==> config.mk <==
export PLATFORM = sky130hd
export DESIGN_NAME = sfp_front
export DESIGN_NICKNAME = d
export VERILOG_FILES = /design/src/hw/rtl/sfp_pkg.sv /design/src/hw/rtl/sfp_front.sv
export SDC_FILE = /design/constraint.sdc
export NUM_CORES = 1
export LEC_CHECK = 0
export ABC_AREA = 0
export BUFFER_PORTS_ARGS = -buffer_cell sky130_fd_sc_hd__buf_2
export CAP_MARGIN = 0
export CORE_MARGIN = 3
export CORE_UTILIZATION = 55
export DETAILED_ROUTE_END_ITERATION = 10
export GPL_TIMING_DRIVEN = 0
export PLACE_DENSITY = 0.89
export SYNTH_ARGS = -nofsm -noshare
export SYNTH_HDL_FRONTEND = slang
export SYNTH_SLANG_ARGS = --single-unit
==> constraint.sdc <==
create_clock -name i_clk -period 3.8 [get_ports i_clk]
set_clock_uncertainty 0.1 [all_clocks]
set_input_delay 0.76 -clock i_clk [delete_from_list [all_inputs] [get_ports i_clk]]
set_output_delay 0.76 -clock i_clk [all_outputs]
set_load 0.05 [all_outputs]
==> src/hw/rtl/sfp_pkg.sv <==
// shared types and constants for the starfield perspective plotter
// no dependencies
`timescale 1ns / 1ps
`default_nettype none
package sfp_pkg;
    localparam logic [1:0] KIND_LOAD    = 2'd0;
    localparam logic [1:0] KIND_ADVANCE = 2'd1;
    localparam logic [1:0] KIND_CLEAR   = 2'd2;

    localparam logic [1:0] GLYPH_BRIGHT = 2'd0;
    localparam logic [1:0] GLYPH_DIM    = 2'd1;
    localparam logic [1:0] GLYPH_TRAIL  = 2'd2;

    localparam logic [0:0] REG_SPEED = 1'd0;
    localparam logic [0:0] REG_ZOOM  = 1'd1;

    localparam int SPAWN_DEPTH  = 600;
    localparam int BRIGHT_LIMIT = 200;
    localparam int TRAIL_LIMIT  = 300;
    localparam int TRAIL_OFFSET = 40;

    typedef struct packed {
        logic [1:0]        kind;
        logic [7:0]        idx;
        logic signed [9:0] px;
        logic signed [9:0] py;
        logic [9:0]        dep;
        logic [5:0]        color;
    } t_req;

    typedef enum logic [3:0] {
        S_IDLE, S_READ, S_UPD, S_DIVC, S_DIVR, S_CHK, S_EMIT1,
        S_TRAIL, S_TDIVC, S_TDIVR, S_TCHK, S_TREAD, S_EMIT2, S_CLEAR
    } t_state;

    typedef enum logic [1:0] {D_IDLE, D_RUN, D_DONE} t_dstate;
endpackage
`default_nettype wire

==> src/hw/rtl/sfp_front.sv <==
// front end: accepts requests, drops ignored kinds and out-of-range star indices, queues the rest
// uses sfp_pkg
`timescale 1ns / 1ps
`default_nettype none
module sfp_front #(
    parameter int STAR_COUNT = 256
) (
    input  wire              i_clk,
    input  wire              i_rst_n,
    input  wire              i_valid,
    output logic             o_ready,
    input  wire sfp_pkg::t_req i_req,
    output logic             o_valid,
    input  wire              i_ready,
    output sfp_pkg::t_req    o_req
);
    localparam int QD = 4;
    sfp_pkg::t_req r_q [QD];
    logic [1:0] r_wp, r_rp;
    logic [2:0] r_cnt;
    logic w_push, w_pop, w_keep;

    assign w_keep = (i_req.kind == sfp_pkg::KIND_CLEAR) ||
                    ((i_req.kind == sfp_pkg::KIND_LOAD ||
                      i_req.kind == sfp_pkg::KIND_ADVANCE) &&
                     ({24'd0, i_req.idx} < 32'(STAR_COUNT)));
    assign o_ready = (r_cnt != 3'(QD));
    assign w_push  = i_valid && o_ready && w_keep;
    assign o_valid = (r_cnt != 3'd0);
    assign w_pop   = o_valid && i_ready;
    assign o_req   = r_q[r_rp];

    always_ff @(posedge i_clk) begin
        if (!i_rst_n) begin
            r_wp <= '0; r_rp <= '0; r_cnt <= '0;
        end else begin
            if (w_push) r_wp <= r_wp + 2'd1;
            if (w_pop) r_rp <= r_rp + 2'd1;
            r_cnt <= r_cnt + {2'd0, w_push} - {2'd0, w_pop};
        end
        if (w_push) r_q[r_wp] <= i_req;
    end
endmodule
`default_nettype wire

==> out/metrics.cfg <==
[grt]
grt_pass1_wl_um=18800
grt_overflow=0
antenna_found_initial=1
grt_pass1_vias=3447
grt_usage=0.176
grt_max_degree=27

[clock_network]
path_clk_slew_ns=0.07
cts_buffers=17
cts.path.max_buffers=2
post_cts_resized=0
cts_setup_buffers=0
cts.sinks=193
insertion_delay_ns=0.43
postCtsHoldBufs=0
clock-root-buffer=clkbuf_16
htree_levels=4
cts_tree=built

[critical_path]
r2r_cells=10
path_class=reg -> out
cp-start-kind=register
cp.required_ns=2.94
crit_fanout=10
r2r-end=r_cnt[2]$_SDFF_PN0_
r2r_start=r_cnt[1]$_SDFF_PN0_
worstPathArrival_ns=1.90
rrSetupSlack_ns=1.29
critPathCaptureType=output port

[hold_path]
hold_path_class=reg -> reg
worstHoldEndpoint=r_wp[0]$_SDFFE_PN0P_
hold_start=r_wp[0]$_SDFFE_PN0P_
hold_depth=2

[yosys]
yosys-top-cells-count=184 x edfxtp_1, 40 x mux4_2, 9 x dfxtp_1
synth_nets=347
syn_inst=290
synth-edff-count=184
avgSynthCellArea_um2=24.8
synth-seq-cells=193
synth.area.top_cells=edfxtp_1 77%, mux4_2 13%, dfxtp_1 2.5%
synth_flop_cell=edfxtp_1
synth_top_area_share=0.768
yosysMostFrequentCell=edfxtp_1
syn-cell-area_um2=7200
seq_area_frac_synth=0.793
yosys_warnings=0
synthDistinctLibCells=22
yosysTopAreaCell=edfxtp_1
synthArstFlopShare=0

[floorplan]
floorplan.initialDensity=0.566
ios=98
die_x_um=120
fp.coreArea_um2=12700
die_area_um2=14500
rows=41
die_y_um=120

[run]
maxCapViolCount=0

[final_layout]
drive_above_1_share=0.443
area_delta_synth_final_pct=18.7
final_nets=466
multi_input_area_um2=1350
fin_util=0.672
regArea_um2=5710
n_fill_cell=876
num_antenna_cells=0

[placed_design]
dp_hpwl_um=7550
portBuffers=96
place_congestion=0.697

[sta]
setup_viol=0
worst_pin_slew_ns=0.700
fmax_ghz=0.362
fin_crit_sh=0.727
rsz0062_at_grt=no
final_hold_viol_count=0
max-slew-margin-rel=0.533
slew_viol_final=0
period_minus_slack_ns=2.76

[routing]
drt_iter0_markers=246
wl_um=11800
wl_per_cell_um=19.8
via_per_inst=5.42
drc_errors=0
dr.pass1.iters=5
vias=3220
drtAntennaViolNets=0

[outcome]
status=completed

[pwr]
p_leak_uw=0.00293
power_uw=6140
power.density_nw_per_um2=719
vdd_drop_max_v=0.000528

-- final cells by class --
cell class                 count  share of cell area
sequential                   193               0.668
inverter                       7             0.00308
tap                          172              0.0252
clock inverter                13              0.0107
timing repair buffer         100              0.0656
buffer                        11              0.0141
clock buffer                  19              0.0557
multi-input combinational     79               0.158
-- where the power goes --
group / switching, uW / internal, uW
combinational: 1250 / 644
sequential: 53.1 / 2510
clock: 759 / 925
-- registers in the layout (all words and copies together) (netlist names), named ones only --
register / cells
r_q: 184
r_cnt: 3
r_rp: 2
r_wp: 2
-- routing by layer --
layer | track usage | part of all wire | up-vias
li1 | - | - | 1457
met1 | 0.222 | 0.40 | 1660
met2 | 0.296 | 0.53 | 83
met3 | 0.0482 | 0.048 | 18
met4 | 0.0666 | 0.015 | 2
met5 | 0 | 0.0011 | -
-- metrics by stage --
stage	area, um2	instances	TNS [ns]	worst slack (ns)	hold WS (ns)
after floorplan	7200	290	0	0.996	0.368
after global placement	7890	558	-1.26	-0.0224	0.375
after detailed placement	7980	562	0	0.798	0.408
after CTS	8540	594	0	1.01	0.418
after global routing	8540	594	0	0.944	0.429
final	8540	594	0	1.04	0.413
-- how the worst max path moves through the flow --
stage / startpoint / end / slack (ns) / depth (start not counted)
final: register / o_req[2] / 1.04 / 4
after CTS: register / o_req[2] / 1.01 / 4
after global placement: i_req[45] / r_q[0][39]$_DFFE_PP_ / -0.02 / 3
after global routing: register / o_req[2] / 0.94 / 4
after detailed placement: i_req[45] / r_cnt[2]$_SDFF_PN0_ / 0.80 / 10
after floorplan: i_req[45] / r_q[0][0]$_DFFE_PP_ / 1.0 / 2
-- placed cells by master, fill, tap and decap left out --
| cell | instances |
|---|---|
| a221oi_4 | 1 |
| and2_1 | 4 |
| and2_2 | 4 |
| buf_12 | 8 |
| buf_2 | 100 |
| buf_6 | 1 |
| clkbuf_1 | 1 |
| clkbuf_16 | 19 |
| clkbuf_2 | 1 |
| clkinv_2 | 2 |
| clkinv_4 | 1 |
| dfxtp_1 | 9 |
| edfxtp_1 | 184 |
| fa_1 | 1 |
| ha_1 | 6 |
| inv_1 | 7 |
| inv_4 | 7 |
| inv_6 | 2 |
| inv_8 | 1 |
| mux2i_1 | 2 |
| mux4_1 | 6 |
| mux4_2 | 40 |
| nand2_1 | 5 |
| nor2_1 | 1 |
| nor2b_1 | 2 |
| o311ai_1 | 1 |
| o31a_1 | 1 |
| or3_1 | 1 |
| xnor2_1 | 4 |
-- kinds of logic (layout without fill, tap and decap cells) --
kind of cell / after synthesis / count (layout) / share of synthesized area
fa+ha+maj: 7 / 7 / 0.0132
flops: 193 / 193 / 0.793
xor+xnor: 4 / 4 / 0.00487
buf+inv: 18 / 150 / 0.0203
mux: 48 / 48 / 0.150
simple gates: 17 / 17 / 0.0127
compound gates: 3 / 3 / 0.00609
-- worst max-delay path, cell delays in order (launching register included) --
cell	delay, ns
dfxtp_1	0.31
clkbuf_2	0.24
buf_2	0.32
mux4_2	0.37
buf_2	0.23
Power figures use the tool's default switching activity.
